===== src/sv/cnqe_pkg.sv =====
// Package for the cube net quad expander: codes, payload structs, net and corner tables.
`default_nettype none

package cnqe_pkg;

   // Fixed point and word ranges
   localparam int CNQE_FRAC_BITS = 16;
   localparam logic signed [31:0] W32_MAX = 32'sh7FFF_FFFF;
   localparam logic signed [31:0] W32_MIN = 32'sh8000_0000;

   // Operation codes
   localparam logic OP_LOAD = 1'b0;
   localparam logic OP_CUBE = 1'b1;

   // Row code that a load ignores
   localparam logic [1:0] ROW_NONE = 2'd3;

   // Face codes
   localparam logic [2:0] FACE_RIGHT  = 3'd0;
   localparam logic [2:0] FACE_FRONT  = 3'd1;
   localparam logic [2:0] FACE_LEFT   = 3'd2;
   localparam logic [2:0] FACE_BACK   = 3'd3;
   localparam logic [2:0] FACE_TOP    = 3'd4;
   localparam logic [2:0] FACE_BOTTOM = 3'd5;

   // Index of the final vertex of a cube
   localparam logic [4:0] LAST_VERTEX = 5'd23;

   // Net term multipliers, packed {w, h, d}, two bits each
   localparam logic [5:0] C_0   = 6'b00_00_00;
   localparam logic [5:0] C_W   = 6'b01_00_00;
   localparam logic [5:0] C_H   = 6'b00_01_00;
   localparam logic [5:0] C_D   = 6'b00_00_01;
   localparam logic [5:0] C_WD  = 6'b01_00_01;
   localparam logic [5:0] C_W2D = 6'b01_00_10;

   // One vertex leaving the sequencer
   typedef struct packed {
      logic              valid;
      logic signed [31:0] px;
      logic signed [31:0] py;
      logic signed [31:0] pz;
      logic signed [31:0] texel_u;
      logic signed [31:0] texel_v;
      logic [2:0]        face;
      logic              last;
   } vertex_type;

   // Transform row write
   typedef struct packed {
      logic              en;
      logic [1:0]        row;
      logic signed [31:0] c0;
      logic signed [31:0] c1;
      logic signed [31:0] c2;
      logic signed [31:0] t;
   } xform_wr_type;

   // Saturate a 36-bit sum to 32 bits
   function automatic logic signed [31:0] sat32(input logic signed [35:0] x);
      logic in_range;
      in_range = (&x[35:31]) || !(|x[35:31]);
      if (in_range) begin
         return x[31:0];
      end else if (x[35]) begin
         return W32_MIN;
      end else begin
         return W32_MAX;
      end
   endfunction

   // Net terms of a face: {v size, u size, v offset, u offset}
   function automatic logic [23:0] net_coef(input logic [2:0] face);
      logic [23:0] res;
      unique case (face)
         FACE_RIGHT:  res = {C_H, C_D, C_D, C_0};
         FACE_FRONT:  res = {C_H, C_W, C_D, C_D};
         FACE_LEFT:   res = {C_H, C_D, C_D, C_WD};
         FACE_BACK:   res = {C_H, C_W, C_D, C_W2D};
         FACE_TOP:    res = {C_D, C_W, C_0, C_D};
         FACE_BOTTOM: res = {C_D, C_W, C_0, C_WD};
         default:     res = '0;
      endcase
      return res;
   endfunction

   // Small multiplier 0, 1 or 2 times a word
   function automatic logic signed [35:0] net_scale(input logic [1:0] c,
                                                   input logic signed [31:0] x);
      logic signed [35:0] res;
      unique case (c)
         2'd1:    res = 36'(x);
         2'd2:    res = 36'(x) <<< 1;
         default: res = '0;
      endcase
      return res;
   endfunction

   // Corner selects {x hi, y hi, z hi, u size, v size}
   function automatic logic [4:0] corner_sel(input logic [2:0] face,
                                            input logic [1:0] corner);
      logic [19:0] row;
      // packed corner 3 down to corner 0
      unique case (face)
         FACE_RIGHT:  row = 20'b01010_01100_00101_00011;
         FACE_FRONT:  row = 20'b00001_10011_11010_01000;
         FACE_LEFT:   row = 20'b11110_11000_10001_10111;
         FACE_BACK:   row = 20'b10101_00111_01110_11100;
         FACE_TOP:    row = 20'b01001_11011_11110_01100;
         FACE_BOTTOM: row = 20'b00101_10111_10010_00000;
         default:     row = '0;
      endcase
      return row[corner*5 +: 5];
   endfunction

endpackage

`default_nettype wire


===== src/sv/cnqe_if.sv =====
// Request and response channel interfaces of the cube net quad expander.
`default_nettype none

interface cnqe_req_if;
   logic              valid;
   logic              ready;
   logic              op;
   logic [1:0]        row;
   logic signed [31:0] origin_x;
   logic signed [31:0] origin_y;
   logic signed [31:0] origin_z;
   logic signed [31:0] size_w;
   logic signed [31:0] size_h;
   logic signed [31:0] size_d;
   logic signed [31:0] inflate;
   logic signed [31:0] net_u;
   logic signed [31:0] net_v;
   logic              mirror;

   modport source (
      output valid, op, row, origin_x, origin_y, origin_z, size_w, size_h, size_d,
             inflate, net_u, net_v, mirror,
      input  ready
   );
   modport sink (
      input  valid, op, row, origin_x, origin_y, origin_z, size_w, size_h, size_d,
             inflate, net_u, net_v, mirror,
      output ready
   );
endinterface


`default_nettype wire


===== src/sv/cnqe_vertex_seq.sv =====
// Cube capture and vertex sequencer: box extents, texel net and corner selection.
`default_nettype none

module cnqe_vertex_seq
   import cnqe_pkg::*;
(
   input  logic          clock,
   input  logic          reset,
   cnqe_req_if.sink      req_ch,
   input  logic          adv,
   output vertex_type    vtx,
   output xform_wr_type  wr
);

   logic               busy_ff, busy_in;
   logic [4:0]         cnt_ff, cnt_in;
   logic signed [31:0] lo_ff [3];
   logic signed [31:0] hi_ff [3];
   logic signed [31:0] wd_ff, ht_ff, dp_ff, nu_ff, nv_ff;
   logic               mirror_ff;
   vertex_type         vtx_ff, vtx_in;

   logic accept, cube_acc, load_acc, at_end;

   // Request handshake: loads wait until the sequencer is idle and no vertex sits ahead of the multipliers
   assign at_end = (cnt_ff == LAST_VERTEX);
   always_comb begin
      if (req_ch.op == OP_LOAD) begin
         req_ch.ready = !busy_ff && !vtx_ff.valid;
      end else begin
         req_ch.ready = !busy_ff || (at_end && adv);
      end
   end
   assign accept   = req_ch.valid && req_ch.ready;
   assign cube_acc = accept && (req_ch.op == OP_CUBE);
   assign load_acc = accept && (req_ch.op == OP_LOAD);

   // Transform row write
   always_comb begin
      wr.en  = load_acc && (req_ch.row != ROW_NONE);
      wr.row = req_ch.row;
      wr.c0  = req_ch.origin_x;
      wr.c1  = req_ch.origin_y;
      wr.c2  = req_ch.origin_z;
      wr.t   = req_ch.size_w;
   end

   // Vertex counter
   always_comb begin
      busy_in = busy_ff;
      cnt_in  = cnt_ff;
      if (busy_ff && adv) begin
         if (at_end) begin
            busy_in = 1'b0;
            cnt_in  = '0;
         end else begin
            cnt_in = cnt_ff + 5'd1;
         end
      end
      if (cube_acc) begin
         busy_in = 1'b1;
         cnt_in  = '0;
      end
   end

   always_ff @(posedge clock) begin
      if (reset) begin
         busy_ff <= 1'b0;
         cnt_ff  <= '0;
      end else begin
         busy_ff <= busy_in;
         cnt_ff  <= cnt_in;
      end
   end

   // Held cube: saturated low and high extents
   always_ff @(posedge clock) begin
      if (cube_acc) begin
         lo_ff[0]  <= sat32(36'(req_ch.origin_x) - 36'(req_ch.inflate));
         lo_ff[1]  <= sat32(36'(req_ch.origin_y) - 36'(req_ch.inflate));
         lo_ff[2]  <= sat32(36'(req_ch.origin_z) - 36'(req_ch.inflate));
         hi_ff[0]  <= sat32(36'(req_ch.origin_x) + 36'(req_ch.size_w)
                            + 36'(req_ch.inflate));
         hi_ff[1]  <= sat32(36'(req_ch.origin_y) + 36'(req_ch.size_h)
                            + 36'(req_ch.inflate));
         hi_ff[2]  <= sat32(36'(req_ch.origin_z) + 36'(req_ch.size_d)
                            + 36'(req_ch.inflate));
         wd_ff     <= req_ch.size_w;
         ht_ff     <= req_ch.size_h;
         dp_ff     <= req_ch.size_d;
         nu_ff     <= req_ch.net_u;
         nv_ff     <= req_ch.net_v;
         mirror_ff <= req_ch.mirror;
      end
   end

   // Vertex of the current count: corner position and texel
   always_comb begin
      logic [2:0]         face;
      logic [1:0]         corner;
      logic [4:0]         sel;
      logic [23:0]        coef;
      logic signed [35:0] term [4];
      logic signed [35:0] u_raw, v_raw, u_fin;

      face   = cnt_ff[4:2];
      corner = ~cnt_ff[1:0];
      sel    = corner_sel(face, corner);
      coef   = net_coef(face);
      for (int i = 0; i < 4; i++) begin
         term[i] = net_scale(coef[i*6+4 +: 2], wd_ff) + net_scale(coef[i*6+2 +: 2], ht_ff)
                   + net_scale(coef[i*6 +: 2], dp_ff);
      end
      u_raw = 36'(nu_ff) + term[0] + (sel[1] ? term[2] : 36'sd0);
      v_raw = 36'(nv_ff) + term[1] + (sel[0] ? term[3] : 36'sd0);
      // mirror reflects u about the middle of the net
      if (mirror_ff) begin
         u_fin = (36'(nu_ff) <<< 1) + ((36'(wd_ff) + 36'(dp_ff)) <<< 1) - u_raw;
      end else begin
         u_fin = u_raw;
      end

      vtx_in.valid   = busy_ff;
      vtx_in.px      = sel[4] ? hi_ff[0] : lo_ff[0];
      vtx_in.py      = sel[3] ? hi_ff[1] : lo_ff[1];
      vtx_in.pz      = sel[2] ? hi_ff[2] : lo_ff[2];
      vtx_in.texel_u = sat32(u_fin);
      vtx_in.texel_v = sat32(v_raw);
      vtx_in.face    = face;
      vtx_in.last    = at_end;
   end

   always_ff @(posedge clock) begin
      if (reset) begin
         vtx_ff.valid <= 1'b0;
      end else if (adv) begin
         vtx_ff <= vtx_in;
      end
   end

   assign vtx = vtx_ff;

`ifndef SYNTHESIS
   a_cnt_range: assert property (@(posedge clock) disable iff (reset)
      cnt_ff <= LAST_VERTEX)
      else $error("vertex counter beyond last vertex");
   a_idle_cnt_zero: assert property (@(posedge clock) disable iff (reset)
      !busy_ff |-> (cnt_ff == 5'd0))
      else $error("idle sequencer with nonzero count");
   a_last_bottom: assert property (@(posedge clock) disable iff (reset)
      (vtx_ff.valid && vtx_ff.last) |-> (vtx_ff.face == FACE_BOTTOM))
      else $error("last vertex not on bottom face");
`endif

endmodule

`default_nettype wire


===== src/flat_wrapper.sv =====
// flat-port wrapper written by rule: the top's interface ports become plain ports
module cnqe_vertex_seq_flat import cnqe_pkg::*;
  (clock, reset, adv, vtx, wr, req_ch_valid, req_ch_op, req_ch_row, req_ch_origin_x, req_ch_origin_y, req_ch_origin_z, req_ch_size_w, req_ch_size_h, req_ch_size_d, req_ch_inflate, req_ch_net_u, req_ch_net_v, req_ch_mirror, req_ch_ready);
  cnqe_req_if req_ch_i ();
  input  logic clock;
  input  logic reset;
  input  logic adv;
  output vertex_type vtx;
  output xform_wr_type wr;
  input wire logic [$bits(req_ch_i.valid)-1:0] req_ch_valid;
  input wire logic [$bits(req_ch_i.op)-1:0] req_ch_op;
  input wire logic [$bits(req_ch_i.row)-1:0] req_ch_row;
  input wire logic [$bits(req_ch_i.origin_x)-1:0] req_ch_origin_x;
  input wire logic [$bits(req_ch_i.origin_y)-1:0] req_ch_origin_y;
  input wire logic [$bits(req_ch_i.origin_z)-1:0] req_ch_origin_z;
  input wire logic [$bits(req_ch_i.size_w)-1:0] req_ch_size_w;
  input wire logic [$bits(req_ch_i.size_h)-1:0] req_ch_size_h;
  input wire logic [$bits(req_ch_i.size_d)-1:0] req_ch_size_d;
  input wire logic [$bits(req_ch_i.inflate)-1:0] req_ch_inflate;
  input wire logic [$bits(req_ch_i.net_u)-1:0] req_ch_net_u;
  input wire logic [$bits(req_ch_i.net_v)-1:0] req_ch_net_v;
  input wire logic [$bits(req_ch_i.mirror)-1:0] req_ch_mirror;
  output wire logic [$bits(req_ch_i.ready)-1:0] req_ch_ready;
  assign req_ch_i.valid = req_ch_valid;
  assign req_ch_i.op = req_ch_op;
  assign req_ch_i.row = req_ch_row;
  assign req_ch_i.origin_x = req_ch_origin_x;
  assign req_ch_i.origin_y = req_ch_origin_y;
  assign req_ch_i.origin_z = req_ch_origin_z;
  assign req_ch_i.size_w = req_ch_size_w;
  assign req_ch_i.size_h = req_ch_size_h;
  assign req_ch_i.size_d = req_ch_size_d;
  assign req_ch_i.inflate = req_ch_inflate;
  assign req_ch_i.net_u = req_ch_net_u;
  assign req_ch_i.net_v = req_ch_net_v;
  assign req_ch_i.mirror = req_ch_mirror;
  assign req_ch_ready = req_ch_i.ready;
  cnqe_vertex_seq u_core (.clock(clock), .reset(reset), .req_ch(req_ch_i), .adv(adv), .vtx(vtx), .wr(wr));
endmodule

===== config.mk =====
export PLATFORM = sky130hd
export DESIGN_NAME = cnqe_vertex_seq_flat
export DESIGN_NICKNAME = d
export VERILOG_FILES = /design/src/sv/cnqe_pkg.sv /design/src/sv/cnqe_if.sv /design/src/sv/cnqe_vertex_seq.sv /design/src/flat_wrapper.sv
export SDC_FILE = /design/constraint.sdc
export NUM_CORES = 2
export LEC_CHECK = 0
export BUFFER_PORTS_ARGS = -buffer_cell sky130_fd_sc_hd__buf_2
export CAP_MARGIN = 0
export CORE_MARGIN = 4
export CORE_UTILIZATION = 40
export DETAILED_ROUTE_END_ITERATION = 16
export HOLD_SLACK_MARGIN = 0.08
export PLACE_DENSITY_LB_ADDON = 0.15
export REMOVE_ABC_BUFFERS = 1
export SLEW_MARGIN = 20
export SYNTH_ARGS = -nofsm -noshare
export SYNTH_HDL_FRONTEND = slang
export SYNTH_SLANG_ARGS = --single-unit

===== constraint.sdc =====
create_clock -name clock -period 25.7 [get_ports clock]
set_input_delay 3.855 -clock clock [delete_from_list [all_inputs] [get_ports clock]]
set_output_delay 3.855 -clock clock [all_outputs]
set_load 0.05 [all_outputs]

* Word-level counts from Yosys, hierarchy flattened
Memory sizes are Yosys's and may differ from the RTL's.
Index checks and enable logic that the tools add are counted.
** Cells by class
- Add/subtract/negate cells :: 25
- Multipliers :: 1
- Div/mod/pow operators :: 0
- $lt $le $gt $ge :: 0
- Equal/unequal tests :: 31
- Shift operators :: 1
- Multiplexer cells :: 49
- Bitwise logic cells :: 3
- Reduce and logical (&&, ||, !) cells :: 48
** Operators by type and width (number)
- case mux 36 bit (2 select lines) :: 12
- 2-to-1 mux 32 bit :: 25
- adder 36 bit :: 10
- adder 32 x 32 -> 33 bit :: 4
- case mux 21 bit (6 select lines) :: 1
- case mux 20 bit (6 select lines) :: 1
- 2-to-1 mux 36 bit :: 3
- adder 33 x 32 -> 34 bit :: 3
- subtractor 32 x 32 -> 33 bit :: 3
- adder 32 x 36 -> 36 bit :: 2
- AND reduction 5 bit :: 8
- OR reduction 5 bit :: 8
- subtractor 36 bit :: 1
- adder 33 x 34 -> 35 bit :: 1
- == test 2 x 1 -> 1 bit, second input constant :: 10
- == test 2 bit, second input constant :: 10
- indexed part select 20 x 6 -> 5 bit :: 1
- logical NOT 1 bit :: 10
- logical OR 1 bit :: 9
- logical AND 1 bit :: 7
- == test 3 x 2 -> 1 bit, second input constant :: 2
- == test 3 bit, second input constant :: 2
- 2-to-1 mux 1 bit :: 6
- adder 5 x 1 -> 5 bit, second input constant :: 1
- other kinds (15) :: 18
** Storage, ports and cells
- Register bits after elaboration :: 332
- Bits in latches :: 0
- Bits in writable memories :: 192
- Bits in read-only memories :: 0
- Input bits :: 296
- Logic and storage cells :: 176
- Memories kept :: 2
** Memories
- u_core.hi_ff :: words 3, width 32, read ports 3, clocked after memory_dff 0, write ports 3, line cnqe_vertex_seq.sv:18 : logic signed [31:0] hi_ff [3];
- u_core.lo_ff :: words 3, width 32, read ports 3, clocked after memory_dff 0, write ports 3, line cnqe_vertex_seq.sv:17 : logic signed [31:0] lo_ff [3];

* Depth between registers and ports, before layout
- Depth in word-level cells :: 14
- Gate-level depth with buffers :: 44

* Worst setup path after synthesis
No wires, ideal clock.
- Path type :: in2reg
- Start :: in req_ch_op
- End :: reg u_core.cnt_ff[0]
- Setup time :: 129 ps
- Arrival :: 14373 ps
- Data required time :: 25571 ps
- Setup slack :: 11198 ps
- Stages on the path :: 5
- Buffers on the path :: 0
- Path through :: nor2b_1 o21ai_0 and3_1 or2_2 nor2_1
** On the way
- Word-level cells in the longest chain between the ends :: 4
** Ends and longest elaborated chain
- start, declared :: line flat_wrapper.sv:11 : input wire logic [$bits(req_ch_i.op)-1:0] req_ch_op;
- 2-to-1 mux 1 bit :: line cnqe_vertex_seq.sv:28 : if (req_ch.op == OP_LOAD) begin
- via req_ch_ready :: line flat_wrapper.sv:23 : output wire logic [$bits(req_ch_i.ready)-1:0] req_ch_ready;
- logical AND 1 bit :: line cnqe_vertex_seq.sv:34 : assign accept = req_ch.valid && req_ch.ready;
- logical AND 1 bit :: line cnqe_vertex_seq.sv:35 : assign cube_acc = accept && (req_ch.op == OP_CUBE);
- OR reduction 2 bit (no source line)
- end signal, assigned :: line cnqe_vertex_seq.sv:72 : cnt_ff <= cnt_in;
- end, declared :: line cnqe_vertex_seq.sv:16 : logic [4:0] cnt_ff, cnt_in;
The timed path passes the listed nets, and every way through them passes these cells.
A chain may end at the register's enable or synchronous reset.

==> summary.md <==
| Metric | Value |
|---|---|
| Post-synth EDFFs | ~520 |
| R2R depth | 46 |
| Grt total ovfl | 0 |
| Mapped Avg Cell Area | 9.930 um2 |
| Mapped cell area | 0.04725 mm2 |
| Synth top area share | 0.3286 |
| Tot GR Track Use | 0.2405 |
| PD cells | 68.61 mW/mm2 |
| Met2 Use GR | 0.4138 |
| CTS clk-pin slew, worst paths | 0.07 ns |
| Global-route met1 utilization | 0.3233 |
| Achievable Freq | approximately 94 MHz |
| Total number of vias | 36880 |
| Total clock sinks | between 500 and 600 |
| Hold Slack | 0.4774 ns |
| WS Path Type | reg -> reg |
| Post-CTS Setup Bufs | 0 |
| Tcrit/Tclk final | 0.4158 |
| RD Place Congestion | roughly 0.93 |
| Sequential cell area | 0.01567 mm2 |
| Skew-Pair Late Insertion Delay | 0.70 ns |
| Max_slew headroom | 0.2936 |
| Arrival time worst endpoint | 11.05 ns |
| Sequential element share of the synthesized area | 0.3316 |
| Placed cells | between 6000 and 7000 |
| IO Pins | between 500 and 600 |
| Critical Path Start | u_core.cnt_ff[4] |
| Main flop type after synthesis | edfxtp_1 |
| Setup violations, final | 0 |
| Crit path time final | around 11 ns |
| Critical Path Sink Type | flip-flop |
| Resized cells post-CTS | 0 |
| Initial core utilization | 0.4049 |
| Drt total wl | 152000 um |
| Tightest Pin Transition | 1.060 ns |
| Wire per inst | 22.38 um |
| Detailed Route Iter0 Violations | approximately 2400 |
| Antenna Violating Nets Remaining | 0 |
| Flop-to-flop setup slack | 15.01 ns |
| Clk root buf | clkbuf_16 |
| Worst Clk Skew | 0.03806 ns |
| Crit Reg-Reg Endpoint | u_core.vtx[39] |
| CTS Buf Count | between 60 and 70 |
| Reg2Reg Launch Point | u_core.cnt_ff[4] |
| Multi-input logic area | 0.02870 mm2 |
| Status | finished, final reports clean |
| Synthesized instance count | 4758 |
| Critical path required time | around 26 ns |
| Largest net degree at the start of global routing | 70 |
| M3 GR Usage | 0.02309 |
| Vias in the first global route | 36760 |
| Peak supply drop | about 60 uV |
| Post-synth cell types | 106 |
| Setup Total Neg Slack | 0 ns |
| Htree depth | 2 |
| Vias per inst | 5.430 |
| Port bufs | 592 |
| RSZ-0062 raised after global routing | no |
| Max incr delay on CP | ~0.76 ns |
| Core area | 0.1167 mm2 |
| GRT Max-Usage Layer | met2 |
| Max_cap viols | 0 |
| Max Buffers Root-to-Sink | 3 |
| Die Width | 351.7 um |
| Die height | about 350 um |
| CP dominant cell by count | o21ai_0 |
| CP max-delay cell | a41o_1 |
| Fin. max-slew vios | 0 |
| Ys Warns | 0 |
| Async SR Flop Fraction | 0 |
| Filler cells | 11320 |
| Final Hold Viols | 0 |
| End of the critical path | u_core.vtx[39] |
| Layout net count | 6140 |
| CP max FO | 40 |
| # rows | approximately 130 |
| DRC | 0 |
| Die area | roughly 0.12 mm2 |
| First-pass DRT Iterations | 5 |
| Layout cell share with drive strength beyond 1 | 0.1741 |
| Leak | 0.02313 uW |
| Crit start category | flip-flop |
| First-pass GRT wire length | around 220000 um |
| Finished Layout Cells | 6792 |
| Synth area leaders | edfxtp_1 (33%), ha_1 (11%), fa_1 (9.0%), xnor2_1 (4.3%), a21oi_1 (4.2%) |
| Hold-fix buffer count after cts | 0 |
| Initial antenna violation count | 26 |
| CTS tree | built |
| Hpwl dp | 126700 um |
| Flops & latches, synth | 524 |
| Synth area leader | edfxtp_1 |
| Hold WC Path Type | reg -> reg |
| Area grow syn2layout | 12.35% |
## worst min-delay path by stage
stage / startpoint / endpoint / cells after the start
final: u_core.vtx[164] / u_core.vtx[164] / 2
after floorplan: u_core.busy_ff / u_core.busy_ff / 2
after global routing: u_core.vtx[164] / u_core.vtx[164] / 2
after CTS: u_core.vtx[164] / u_core.vtx[164] / 2
after detailed placement: u_core.vtx[164] / u_core.vtx[164] / 2
after global placement: u_core.vtx[164] / u_core.vtx[164] / 2
## per-layer routing
| metal | part of all wire | vias up |
|---|---|---|
| met2 | 0.48 | 1012 |
| li1 | - | 17840 |
| met4 | 0.027 | 0 |
| met3 | 0.048 | 195 |
| met1 | 0.44 | 17840 |
| met5 | 0 | - |
## stage by stage
stage	power (uW)	instance area, um2	setup WS, ns	utilization
2_1_floorplan	2282	45780	11.20	-
3_3_place_gp	2750	50990	15.25	0.4370
3_5_place_dp	2752	50990	15.02	0.4370
4_1_cts	3668	53050	14.98	0.4547
5_1_grt	3876	53070	14.10	0.4549
6_report	3642	53080	15.01	0.4550
## state kept, by name, summed over array words and instances, names as in the netlist
register and flops:
u_core.wd_ff 32, u_core.busy_ff 1, u_core.ht_ff 32, u_core.nu_ff 32, u_core.hi_ff 96, u_core.nv_ff 32, u_core.cnt_ff 5, u_core.lo_ff 96
u_core.dp_ff 32, u_core.mirror_ff 1, u_core.vtx 165
## cells in the mapped netlist, types with 9 or more instances
library cell,count
a21o_1,204
a21boi_0,13
and2_1,138
ha_1,427
a22oi_1,11
a221oi_1,10
nand4_1,29
buf_2,10
a22o_1,28
o21bai_1,58
o21ai_0,346
nor3_1,56
a211oi_1,37
inv_1,396
fa_1,213
mux2_2,101
nand2b_1,95
o21a_1,57
nand3_1,66
or2_2,10
nor3b_1,9
nor2_1,244
o31ai_1,15
a21oi_1,395
xnor2_1,231
clkbuf_1,91
edfxtp_1,517
xor2_1,139
or3_1,17
buf_4,131
a211o_1,14
a21oi_2,22
o21ai_1,16
nand2_1,227
o211ai_1,25
nor2b_1,102
a31oi_1,33
maj3_1,25
and3_1,36
and4_1,11
## cells by family (layout without fill, tap and decap cells)
kind of cell | after synthesis | count (layout) | share of synthesized area
AO/OA/AOI/OAI | 1382 | 1382 | 0.1870
flip-flops | 524 | 524 | 0.3316
other | 0 | 13 | 0
XOR/XNOR | 372 | 372 | 0.06928
buffers and inverters | 640 | 1137 | 0.06252
adder cells (fa/ha/maj) | 665 | 665 | 0.2086
AND/OR/NAND/NOR | 1067 | 1067 | 0.1155
multiplexers | 108 | 108 | 0.02556
## cell type report
class	instances	share of cell area
diodes	13	0.0006128
clock buffers	69	0.02972
clock inverters	45	0.009169
inverters	396	0.02800
multi-input cells	3594	0.5407
flip-flops and latches	524	0.2951
well taps	1524	0.03592
repair buffers	627	0.06076
## cell usage in the layout, fill, tap and decap left out, types with 56 or more instances in the layout
master | Yosys | layout
nand2_1 | 227 | 227
buf_2 | 10 | 592
inv_1 | 396 | 396
a21o_1 | 204 | 204
fa_1 | 213 | 213
nor2_1 | 244 | 242
edfxtp_1 | 517 | 517
a21oi_1 | 395 | 391
nand3_1 | 66 | 66
mux2_2 | 101 | 101
o21a_1 | 57 | 57
nor2b_1 | 102 | 98
xnor2_1 | 231 | 231
nor3_1 | 56 | 56
nand2b_1 | 95 | 95
clkbuf_16 | 0 | 62
o21bai_1 | 58 | 57
xor2_1 | 139 | 139
o21ai_0 | 346 | 345
ha_1 | 427 | 427
and2_1 | 138 | 138
## worst max-delay path, delay by kind of cell (launching register included)
family / cells / cell delay, ns
DFF: 1 / 0.31
AOI/OAI and AO/OA: 21 / 4.65
buffers and inverters: 6 / 1.10
xor gates and xnor gates: 3 / 0.46
adders and majority gates: 6 / 2.27
and+or+nand+nor: 9 / 1.32
muxes: 1 / 0.21
## power breakdown
part / switching, uW / internal (uW) / leakage (uW) / total [uW]
Clock: 388 / 514 / 0.000982 / 902
Combinational: 1020 / 593 / 0.0173 / 1610
Sequential: 31.3 / 1100 / 0.00484 / 1130
Total: 1440 / 2200 / 0.0231 / 3640
(Power assumes the default switching activity.)
